**src/rtl/core/pbrq_pkg.sv**
```systemverilog
package pbrq_pkg;

    localparam int THREADS = 64;
    localparam int LEVELS  = 32;
    localparam int TID_W   = $clog2(THREADS);
    localparam int LVL_W   = $clog2(LEVELS);

    localparam logic [1:0] FUNC_ENQUEUE = 2'd0;
    localparam logic [1:0] FUNC_DEQUEUE = 2'd1;
    localparam logic [1:0] FUNC_ELECT   = 2'd2;
    localparam logic [1:0] FUNC_UNUSED  = 2'd3;

    localparam logic [1:0] ST_DONE        = 2'd0;
    localparam logic [1:0] ST_RUNNING     = 2'd1;
    localparam logic [1:0] ST_NOT_QUEUED  = 2'd2;
    localparam logic [1:0] ST_ALREADY_QUE = 2'd3;

    typedef enum logic [2:0] {
        S_IDLE,
        S_ENQ,
        S_DQ_LVL,
        S_DQ_UPD,
        S_EL_HEAD
    } t_state;

    typedef struct packed {
        logic             found;
        logic [LVL_W-1:0] level;
    } t_first;

endpackage

```
**src/rtl/core/pbrq_first_set.sv**
```systemverilog
module pbrq_first_set (
    input  logic [pbrq_pkg::LEVELS-1:0] i_bitmap,
    output pbrq_pkg::t_first            o_first
);

    // lowest set bit wins: scan from the top so lower indexes overwrite
    always_comb begin
        o_first = '0;
        for (int i = pbrq_pkg::LEVELS - 1; i >= 0; i--) begin
            if (i_bitmap[i]) begin
                o_first.found = 1'b1;
                o_first.level = pbrq_pkg::LVL_W'(i);
            end
        end
    end

endmodule

```
**src/rtl/core/priority_bitmap_run_queue.sv**
```systemverilog
// Ignored operations, enqueue to an empty level and idle elect answer from S_IDLE;
// enqueue to a busy level reads head/tail for S_ENQ; dequeue reads links for
// S_DQ_LVL, head/tail for S_DQ_UPD; elect of a queued thread first reads head/tail
// for S_EL_HEAD. Throughput: one transaction at a time; busy holds until the
// write back, and the receiver cannot stall. Synchronous active-low reset clears
// the bitmap, queued marks and running thread; link memories need no clearing.
module priority_bitmap_run_queue (
    input  logic       i_clk,
    input  logic       i_rst_n,
    input  logic       start,
    output logic       busy,
    input  logic [1:0] i_func,
    input  logic [5:0] i_thread_id,
    input  logic [4:0] i_priority_req,
    output logic       o_strobe,
    output logic [1:0] o_status,
    output logic [5:0] o_chosen_thread,
    output logic       o_chosen_idle
);

    localparam int TW = pbrq_pkg::TID_W;
    localparam int LW = pbrq_pkg::LVL_W;

    // Link memories, one entry per thread
    logic [TW-1:0] next_mem [pbrq_pkg::THREADS];
    logic [TW-1:0] prev_mem [pbrq_pkg::THREADS];
    logic [LW-1:0] lvl_mem  [pbrq_pkg::THREADS];
    // Level memory: {head, tail}
    logic [2*TW-1:0] lq_mem [pbrq_pkg::LEVELS];

    pbrq_pkg::t_state r_state, n_state;

    logic [pbrq_pkg::LEVELS-1:0]  r_nonempty;
    logic [pbrq_pkg::THREADS-1:0] r_queued;
    logic [TW-1:0] r_run_thread;
    logic          r_run_valid;
    logic          r_elect;
    logic [TW-1:0] r_t;
    logic [LW-1:0] r_lv;
    logic [TW-1:0] r_p, r_n;

    // registered read data
    logic [TW-1:0]   r_next_rd, r_prev_rd;
    logic [LW-1:0]   r_lvl_rd;
    logic [2*TW-1:0] r_lq_rd;

    pbrq_pkg::t_first first;

    // control from the output decoder
    logic [TW-1:0] thr_raddr;
    logic [LW-1:0] lq_raddr;
    logic          accept;
    logic          imm_done;
    logic [1:0]    imm_status;

    logic [TW-1:0] rd_head, rd_tail;
    logic          is_head, is_tail;

    pbrq_first_set u_first (
        .i_bitmap (r_nonempty),
        .o_first  (first)
    );

    assign busy    = (r_state != pbrq_pkg::S_IDLE);
    assign accept  = start && !busy;
    assign rd_head = r_lq_rd[2*TW-1:TW];
    assign rd_tail = r_lq_rd[TW-1:0];
    assign is_head = (rd_head == r_t);
    assign is_tail = (rd_tail == r_t);

    // Next state
    always_comb begin
        n_state = r_state;
        unique case (r_state)
            pbrq_pkg::S_IDLE: begin
                if (accept) begin
                    priority if (i_func == pbrq_pkg::FUNC_ENQUEUE) begin
                        if (!r_queued[i_thread_id] && r_nonempty[i_priority_req])
                            n_state = pbrq_pkg::S_ENQ;
                    end else if (i_func == pbrq_pkg::FUNC_DEQUEUE) begin
                        if (!(r_run_valid && r_run_thread == i_thread_id)
                                && r_queued[i_thread_id])
                            n_state = pbrq_pkg::S_DQ_LVL;
                    end else if (i_func == pbrq_pkg::FUNC_ELECT) begin
                        if (first.found)
                            n_state = pbrq_pkg::S_EL_HEAD;
                    end
                end
            end
            pbrq_pkg::S_ENQ:     n_state = pbrq_pkg::S_IDLE;
            pbrq_pkg::S_EL_HEAD: n_state = pbrq_pkg::S_DQ_LVL;
            pbrq_pkg::S_DQ_LVL:  n_state = pbrq_pkg::S_DQ_UPD;
            pbrq_pkg::S_DQ_UPD:  n_state = pbrq_pkg::S_IDLE;
            default:             n_state = pbrq_pkg::S_IDLE;
        endcase
    end

    // Outputs of the sequencer: read addresses and immediate answers
    always_comb begin
        thr_raddr  = i_thread_id;
        lq_raddr   = i_priority_req;
        imm_done   = 1'b0;
        imm_status = pbrq_pkg::ST_DONE;
        unique case (r_state)
            pbrq_pkg::S_IDLE: begin
                if (i_func == pbrq_pkg::FUNC_ELECT)
                    lq_raddr = first.level;
                if (accept) begin
                    priority if (i_func == pbrq_pkg::FUNC_ENQUEUE) begin
                        if (r_queued[i_thread_id]) begin
                            imm_done   = 1'b1;
                            imm_status = pbrq_pkg::ST_ALREADY_QUE;
                        end else if (!r_nonempty[i_priority_req]) begin
                            imm_done = 1'b1;
                        end
                    end else if (i_func == pbrq_pkg::FUNC_DEQUEUE) begin
                        if (r_run_valid && r_run_thread == i_thread_id) begin
                            imm_done   = 1'b1;
                            imm_status = pbrq_pkg::ST_RUNNING;
                        end else if (!r_queued[i_thread_id]) begin
                            imm_done   = 1'b1;
                            imm_status = pbrq_pkg::ST_NOT_QUEUED;
                        end
                    end else if (i_func == pbrq_pkg::FUNC_ELECT) begin
                        if (!first.found)
                            imm_done = 1'b1;
                    end else begin
                        imm_done = 1'b1;
                    end
                end
            end
            pbrq_pkg::S_EL_HEAD: thr_raddr = rd_head;
            pbrq_pkg::S_DQ_LVL:  lq_raddr  = r_lvl_rd;
            pbrq_pkg::S_ENQ, pbrq_pkg::S_DQ_UPD: begin
            end
            default: begin
            end
        endcase
    end

    // Memory reads, registered
    always_ff @(posedge i_clk) begin
        r_next_rd <= next_mem[thr_raddr];
        r_prev_rd <= prev_mem[thr_raddr];
        r_lvl_rd  <= lvl_mem[thr_raddr];
        r_lq_rd   <= lq_mem[lq_raddr];
    end

    // Memory writes
    always_ff @(posedge i_clk) begin
        if (r_state == pbrq_pkg::S_IDLE && accept && i_func == pbrq_pkg::FUNC_ENQUEUE
                && !r_queued[i_thread_id] && !r_nonempty[i_priority_req]) begin
            lq_mem[i_priority_req]  <= {i_thread_id, i_thread_id};
            lvl_mem[i_thread_id]    <= i_priority_req;
        end
        if (r_state == pbrq_pkg::S_ENQ) begin
            next_mem[rd_tail] <= r_t;
            prev_mem[r_t]     <= rd_tail;
            lvl_mem[r_t]      <= r_lv;
            lq_mem[r_lv]      <= {rd_head, r_t};
        end
        if (r_state == pbrq_pkg::S_DQ_UPD && !(is_head && is_tail)) begin
            lq_mem[r_lv] <= {(is_head ? r_n : rd_head), (is_tail ? r_p : rd_tail)};
            if (!is_head)
                next_mem[r_p] <= r_n;
            if (!is_tail)
                prev_mem[r_n] <= r_p;
        end
    end

    // Transaction registers
    always_ff @(posedge i_clk) begin
        if (accept) begin
            r_t     <= i_thread_id;
            r_lv    <= i_priority_req;
            r_elect <= (i_func == pbrq_pkg::FUNC_ELECT);
        end
        if (r_state == pbrq_pkg::S_EL_HEAD)
            r_t <= rd_head;
        if (r_state == pbrq_pkg::S_DQ_LVL) begin
            r_p  <= r_prev_rd;
            r_n  <= r_next_rd;
            r_lv <= r_lvl_rd;
        end
    end

    // Control state and result
    always_ff @(posedge i_clk) begin
        if (!i_rst_n) begin
            r_state         <= pbrq_pkg::S_IDLE;
            r_nonempty      <= '0;
            r_queued        <= '0;
            r_run_thread    <= '0;
            r_run_valid     <= 1'b0;
            o_strobe        <= 1'b0;
            o_status        <= pbrq_pkg::ST_DONE;
            o_chosen_thread <= '0;
            o_chosen_idle   <= 1'b0;
        end else begin
            r_state         <= n_state;
            o_strobe        <= 1'b0;
            o_status        <= pbrq_pkg::ST_DONE;
            o_chosen_thread <= '0;
            o_chosen_idle   <= 1'b0;
            if (imm_done) begin
                o_strobe <= 1'b1;
                o_status <= imm_status;
                if (i_func == pbrq_pkg::FUNC_ELECT) begin
                    o_chosen_idle <= 1'b1;
                    r_run_valid   <= 1'b0;
                    r_run_thread  <= '0;
                end
                if (i_func == pbrq_pkg::FUNC_ENQUEUE && imm_status == pbrq_pkg::ST_DONE) begin
                    r_queued[i_thread_id]      <= 1'b1;
                    r_nonempty[i_priority_req] <= 1'b1;
                end
            end
            if (r_state == pbrq_pkg::S_ENQ) begin
                r_queued[r_t] <= 1'b1;
                o_strobe      <= 1'b1;
            end
            if (r_state == pbrq_pkg::S_DQ_UPD) begin
                // unlink: drop the level bit when the thread was alone there
                if (is_head && is_tail)
                    r_nonempty[r_lv] <= 1'b0;
                r_queued[r_t] <= 1'b0;
                o_strobe      <= 1'b1;
                if (r_elect) begin
                    o_chosen_thread <= r_t;
                    r_run_thread    <= r_t;
                    r_run_valid     <= 1'b1;
                end
            end
        end
    end

    a_idle_zero: assert property (@(posedge i_clk) disable iff (!i_rst_n)
        o_strobe && o_chosen_idle |-> o_chosen_thread == '0)
        else $error("idle election carries a thread id");

    a_idle_clears_run: assert property (@(posedge i_clk) disable iff (!i_rst_n)
        o_strobe && o_chosen_idle |-> !r_run_valid)
        else $error("running thread kept after idle election");

    a_enq_marks: assert property (@(posedge i_clk) disable iff (!i_rst_n)
        r_state == pbrq_pkg::S_ENQ |=> r_queued[$past(r_t)] && r_nonempty[$past(r_lv)])
        else $error("enqueue left thread unmarked");

    a_one_strobe: assert property (@(posedge i_clk) disable iff (!i_rst_n)
        o_strobe && busy |-> r_state != pbrq_pkg::S_IDLE && !$past(accept))
        else $error("strobe while a fresh transaction is in flight");

endmodule

```
**config.mk**
```make
export PLATFORM = sky130hd
export DESIGN_NAME = priority_bitmap_run_queue
export DESIGN_NICKNAME = d
export VERILOG_FILES = /design/src/rtl/core/pbrq_pkg.sv /design/src/rtl/core/pbrq_first_set.sv /design/src/rtl/core/priority_bitmap_run_queue.sv
export SDC_FILE = /design/constraint.sdc
export NUM_CORES = 2
export LEC_CHECK = 0
export BUFFER_PORTS_ARGS = -buffer_cell sky130_fd_sc_hd__buf_2
export CAP_MARGIN = 40
export CELL_PAD_IN_SITES_DETAIL_PLACEMENT = 1
export CELL_PAD_IN_SITES_GLOBAL_PLACEMENT = 2
export CORE_UTILIZATION = 28
export CTS_CLUSTER_DIAMETER = 60
export CTS_CLUSTER_SIZE = 40
export DETAILED_ROUTE_END_ITERATION = 16
export PLACE_DENSITY = 0.65
export REMOVE_ABC_BUFFERS = 1
export SETUP_SLACK_MARGIN = 0.05
export SKIP_CTS_REPAIR_TIMING = 1
export SLEW_MARGIN = 0
export SYNTH_ARGS = -nofsm -noshare
export SYNTH_HDL_FRONTEND = slang
export SYNTH_SLANG_ARGS = --single-unit
```
**constraint.sdc**
```tcl
create_clock -name i_clk -period 6.1 [get_ports i_clk]
set_clock_uncertainty 0.1 [all_clocks]
set_input_delay 0.305 -clock i_clk [delete_from_list [all_inputs] [get_ports i_clk]]
set_output_delay 0.305 -clock i_clk [all_outputs]
set_load 0.1 [all_outputs]
```
# Yosys cells after proc, flatten, opt, wreduce, memory -nomap -nowiden
# Memories as Yosys holds them, arrays and structs flattened. A register that Yosys moved wholly into a read port is not among the register bits.
# Index checks and enable logic that the tools add are counted.
[word_totals]
register_bits = 140
ram_bits = 1472
input_bits = 16
out_inout_bits = 11
word_cells = 207
memories = 4
[op_classes]
magnitude_cmp = 8
n_eq_ne = 14
n_mux = 126
n_bitwise = 8
n_reduce_logical = 33
[memory_table]
columns = ["name", "words", "word_bits", "read_ports", "rd_ports_with_merged_regs", "write_ports", "line_no", "text"]
rows = [
  ["lq_mem", 32, 12, 1, 1, 1, "priority_bitmap_run_queue.sv:29", "logic [2*TW-1:0] lq_mem [pbrq_pkg::LEVELS];"],
  ["next_mem", 64, 6, 1, 1, 1, "priority_bitmap_run_queue.sv:25", "logic [TW-1:0] next_mem [pbrq_pkg::THREADS];"],
  ["prev_mem", 64, 6, 1, 1, 1, "priority_bitmap_run_queue.sv:26", "logic [TW-1:0] prev_mem [pbrq_pkg::THREADS];"],
  ["lvl_mem", 64, 5, 1, 1, 1, "priority_bitmap_run_queue.sv:27", "logic [LW-1:0] lvl_mem [pbrq_pkg::THREADS];"],
]
[ops]
columns = ["operator", "n"]
rows = [
  ["two-way mux 64 bit", 6],
  ["two-way mux 6 bit", 46],
  ["two-way mux 32 bit", 5],
  ["bitwise OR 64 bit", 2],
  ["bitwise AND 64 bit", 1],
  ["NOT 64 bit", 1],
  ["two-way mux 1 bit", 40],
  ["bitwise AND 32 bit", 1],
  ["NOT 32 bit", 1],
  ["bitwise OR 32 bit", 1],
  ["two-way mux 5 bit", 5],
  ["two-way mux 12 bit", 2],
  ["two-way mux 3 bit", 7],
  ["== test 6 bit", 3],
  ["logical AND 1 bit", 15],
  ["< comparator 6 x 7 -> 1 bit, second input constant", 2],
  ["two-way mux 2 bit", 7],
  ["demux 1 bit (select 6 bit)", 2],
  ["greater-or-equal comparator 6 x 1 -> 1 bit, second input constant", 2],
  ["< comparator 5 x 6 -> 1 bit, second input constant", 2],
  ["OR reduction 12 bit", 1],
  ["OR reduction 6 bit", 2],
  ["demux 1 bit (select 5 bit)", 2],
  ["greater-or-equal comparator 5 x 1 -> 1 bit, second input constant", 2],
  ["other kinds (23)", 31],
]

# Logic depth before layout (Yosys ltp)
[depth]
ltp_word = 45
mapped_depth = 15

# Hierarchy
# From an unflattened synthesis, not the netlist that was laid out.
[unflattened]
hier_cells = 5400
area_unflattened_um2 = 68520.7
[modules_own_cells]
columns = ["module", "n_inst", "cells_per_inst", "area_per_inst_um2", "seq_area_each_um2"]
rows = [
  ["priority_bitmap_run_queue", 1, 5335, 68152.9, 47825.9],
  ["pbrq_first_set", 1, 65, 367.9, 0.0],
]

# Worst setup path after synthesis
# Ideal clock, no wire load.
[synth_path]
kind = "flip-flop to flip-flop"
from = "reg r_t[0]"
to = "mem next_mem[0][4] in the netlist's numbering, data pin"
setup_ns = 0.702
arrival_ns = 4.220
slack_ns = 1.078
path_stages_with_launch = 9
path_buffers = 3
period_less_slack_ns = 5.022
path_cell_list = "edfxtp_1 -> clkbuf_1 -> xnor2_1 -> nand4_1 -> nor3_1 -> nor2_1 -> buf_1 -> clkbuf_1 -> o21ai_0"
[synth_via]
elab_chain_cells = 8
elab_cells_between_ends = 10
[synth_rtl]
columns = ["item", "line_no", "text"]
rows = [
  ["from (decl)", "priority_bitmap_run_queue.sv:38", "logic [TW-1:0] r_t;"],
  ["from (signal assigned)", "priority_bitmap_run_queue.sv:174", "r_t <= i_thread_id;"],
  ["from (signal assigned)", "priority_bitmap_run_queue.sv:179", "r_t <= rd_head;"],
  ["== test 6 bit (on tied branches)", "priority_bitmap_run_queue.sv:68, priority_bitmap_run_queue.sv:69", ""],
  ["logical AND 1 bit", "priority_bitmap_run_queue.sv:162", "if (r_state == pbrq_pkg::S_DQ_UPD && !(is_head && is_tail)) begin"],
  ["zero test 1 bit", "priority_bitmap_run_queue.sv:162", ""],
  ["logical AND 1 bit", "priority_bitmap_run_queue.sv:162", ""],
  ["two-way mux 1 bit *", "priority_bitmap_run_queue.sv:162", ""],
  ["two-way mux 1 bit (implied by the code) *", "priority_bitmap_run_queue.sv:165", "next_mem[r_p] <= r_n;"],
  ["OR reduction 6 bit (no source line) *", "-", ""],
  ["two-way mux 6 bit (no source line) *", "-", ""],
  ["to (decl)", "priority_bitmap_run_queue.sv:25", ""],
]
# Mark *: on every way between the ends. The rest lies on a longest branch, timed or not.

# Worst setup path in the final report
[layout_path]
from = "reg r_state[1]"
to = "reg r_lq_rd[9] (read register of lq_mem)"
[layout_via]
elab_chain_cells = 2
elab_cells_between_ends = 3
[layout_rtl]
columns = ["item", "line_no", "text"]
rows = [
  ["from (decl)", "priority_bitmap_run_queue.sv:31", "pbrq_pkg::t_state r_state, n_state;"],
  ["from (signal assigned)", "priority_bitmap_run_queue.sv:190", "r_state <= pbrq_pkg::S_IDLE;"],
  ["from (signal assigned)", "priority_bitmap_run_queue.sv:200", "r_state <= n_state;"],
  ["== test 3 x 2 -> 1 bit or zero test 3 bit (tied branches)", "priority_bitmap_run_queue.sv:104", "unique case (r_state)"],
  ["case mux 5 bit (2 select lines) *", "priority_bitmap_run_queue.sv:104", ""],
  ["to (decl)", "priority_bitmap_run_queue.sv:45", "logic [2*TW-1:0] r_lq_rd;"],
]
# Marked as above.
# A chain may end at the register's enable or synchronous reset.

==> run summary <==
The flow ran to the end, and the final reports show no timing, DRC or antenna violations. The die width came out at a little over 500 um. The deepest level of the CTS H-tree came out at 4. The hold violation total from the final report came to 0.

The worst path setup slack after routing came out at around 1.4 ns. For the worst-skew pair, the clock arrives at the later sink with an insertion delay of around 0.83 ns. Sorting the synthesized cells by area gives the leading types as edfxtp_1 63%, nand2_1 8.1%, nand3_1 4.8%. The path class of the tightest hold or removal check is in2reg. The post-synthesis instance area came out at just over 70000 um^2. The final-layout setup total negative slack came out at 0 ns. The via count of the first global-routing pass is 49.8k. The global-route congestion overflow total is 0. The startpoint identified for the worst register-to-register timing path is r_state[1]. The delay of the slowest cell on the worst path is ~0.7 ns. The number of synthesized register bits came out at around 1.6k. The normalized max-slew margin is a little over a third. The maximum fanout count along the critical path is 43. The worst-case setup slack after placement came out at about 1.3 ns. After synthesis, the mean cell area works out to about 12 um^2.

The transition time at the pin with the least slew margin is 0.947 ns. The worst setup path is of the reg2reg kind. The internal power component came out at 17800 uW. The top-level I/O count came out at 27.

Setup repair after global routing left no endpoint under its margin. The clock slew seen by the registers of the worst setup and hold paths came out at 0.08 ns. The startpoint identified for the worst hold timing path is i_priority_req[3]. The root buffer cell chosen for the clock tree is clkbuf_16. The category of the worst setup path launch point is a flip-flop. The pin count of the biggest net entering global routing is approximately 130. The number of buffers added on ports is 26.

Counting every sink on the clock net gives between 1.5k and 2k. Summing the sequential cell areas from Yosys gives around two thirds of the chip area. The worst setup path is captured at a flip-flop. Walking the worst path, the cells encountered are nor3_1, inv_1, nor3_1, o21ai_0, a221o_1, and2_4, buf_12, a21boi_1, buf_4, a21oi_1, a21oi_1, a22o_1, a311oi_1.

The overall die area came out at between 200000 and 300000 um^2. The number of antenna violations at the first check in global routing came out at 17. The post-synthesis cell type count is slightly above 80. The count of routing violations after the opening detailed-route iteration is ~3.8k. The number of optimization iterations in the first detailed-route pass came out at 5. The count of placed standard cells including taps came out at between 9k and 10k.

TritonCTS built the clock tree. The placeable core region came out at 251000 um^2. The maximum clock insertion buffer count came out at 3. The total leakage power is about 0.027 uW. The overall routing resource usage is ~18%. The final routed wirelength across all metal layers is 232 mm. The number of nets with antenna violations after routing is 0. The via-per-instance ratio came out at between 5 and 6. The share of async-settable or async-resettable flops after synthesis is 0%. The half-perimeter wire length after detailed placement came out at ~150 mm.

Of the total power, registers draw between 50% and 60%. The share of the cycle needed by the critical path after routing is ~76%. The cell count after synthesis is between 6k and 7k. The proportion of power drawn by the clock network came out at 38.0%.

Once the floorplan was initialized, standard cells occupied 28.2% of the core. After layout, the minimum clock period comes to 4.65 ns. The total of max-cap violations is 0. The areal power density over the cells is around 300 nW/um^2.

The final setup violation count came out at 0. The area growth from synthesis to layout is 13.6%. Excluding fillers, the count of instances in the completed layout stands at 9470. The number of clock buffers inserted by TritonCTS is 130. The number of DRC violations after detailed routing is 0.

The switching power came out at approximately 6400 uW. The wire length per cell came out at about 25 um. For this run, the post-layout net count is approximately 6.0k. The most instantiated flip-flop cell in the synthesis netlist is edfxtp_1. The first global-routing pass estimated ~340 mm of wire.

The highest ir drop seen on vdd came out at roughly 290 uV. The switching share of power is roughly a quarter. The post-route worst hold slack came out at between 0.08 and 0.09 ns.

The timing-limited maximum frequency came out at about 0.21 GHz. The cell with the biggest individual delay on the critical path is a311oi_1. In this run the worst setup path begins at r_state[1]. The relative contribution of combinational cells to total power came out at 9.9%. The die is slightly above 500 um tall. Across all layers, the routed design uses approximately 50k vias.

The post-route netlist has 9.74% of its cells at a drive strength greater than 1. The site row count came out at approximately 180. The data arrival time of the critical path is between 5 and 6 ns.

The commonest cells after synthesis are 1535 x nand2_1, 1496 x edfxtp_1, 684 x nand3_1. The number of synthesized flops with an enable pin came out at 1496. STA puts the critical path data required time at roughly 6.6 ns. The cell taking the most area after synthesis is edfxtp_1. By instance count, the leading cell after synthesis is nand2_1.

The share of the synthesized area in the top cell type is 63.5%. The final RePlAce weighted congestion is between 0.8 and 0.9. The final-report max-slew violation count came to 0.

The count of warnings emitted by yosys came out at 0.
==> power by group through the flow <==
stage	Combinational [uW]	Clock (uW)	Sequential, uW
2_1_floorplan	1560	0	12800
3_3_place_gp	2320	0	12900
3_5_place_dp	2420	0	12900
4_1_cts	2420	9390	12600
5_1_grt	2570	9710	12600
6_report	2380	9180	12600
==> layout by cell type, fill, tap and decap left out, types with 15 or more instances in the layout <==
master / instances
buf_4: 174
nand2_1: 1532
nand2b_1: 22
buf_12: 20
inv_1: 24
o22ai_1: 49
inv_6: 16
edfxtp_1: 1496
a21oi_1: 143
mux4_2: 17
a31oi_1: 32
o221ai_1: 25
a311oi_1: 199
nor3_1: 37
o21ai_0: 158
clkbuf_16: 138
mux2i_1: 218
clkinv_2: 15
dfxtp_1: 145
nand3_1: 683
and3_1: 74
buf_2: 31
mux2_2: 27
a221oi_1: 69
nor2_1: 391
nor4_1: 44
==> flip-flops by register name (all words and copies together) (netlist names), 12 cells and up <==
name and flops:
lvl_mem 320, next_mem 384, r_nonempty 32, r_queued 64
lq_mem 384, r_lq_rd 12, prev_mem 384
==> cell type report <==
type | count | area (um^2)
clock inverter | 91 | 1020
sequential | 1641 | 47800
antenna | 5 | 12.5
tap | 3348 | 4190
inverter | 29 | 124
fill | 27500 | 171000
clock buffer | 147 | 3520
multi-input combinational | 3957 | 21400
timing repair buffer | 252 | 2350
==> critical path, delay by kind of cell (launching register included) <==
kind                   cells  cell delay (ns)
AOI/OAI and AO/OA          7             1.94
buffers and inverters      3             0.83
DFF                        1             0.70
and+or+nand+nor            3             0.87
==> stage by stage <==
step	utilization, %	instance area, um^2	power [uW]
2_1_floorplan	-	69000	14400
3_3_place_gp	29.9	75200	15200
3_5_place_dp	30.1	75800	15300
4_1_cts	32.0	80300	24400
5_1_grt	32.0	80400	24900
6_report	32.0	80400	24200
==> worst paths after layout <==
path,depth (start not counted),endpoint,slack (ns)
max,13,r_lq_rd[9],1.45
min,2,r_lv[3],0.08
max reg2reg,13,r_lq_rd[9],1.45
min reg2reg,0,r_n[3],0.31
==> per-layer routing <==
metal  vias to the layer above  GRT usage, %  part of all wire, %
li1                      22200             -                    -
met1                     25100          24.4                   45
met2                      1047          29.7                   48
met3                       322          2.14                  3.9
met4                         4          5.36                  2.6
met5                         -             0                0.012
==> kinds of logic (layout without fill, tap and decap cells) <==
| kind of cell | Yosys count | in the layout | share of synthesized area [%] |
|---|---|---|---|
| other | 0 | 5 | 0 |
| multiplexers | 268 | 268 | 4.16 |
| AND/OR/NAND/NOR | 2887 | 2887 | 17.7 |
| AO/OA/AOI/OAI | 784 | 784 | 7.66 |
| XOR/XNOR | 18 | 18 | 0.223 |
| buffers and inverters | 431 | 519 | 2.66 |
| flip-flops | 1641 | 1641 | 67.6 |
Power figures use the tool's default switching activity.
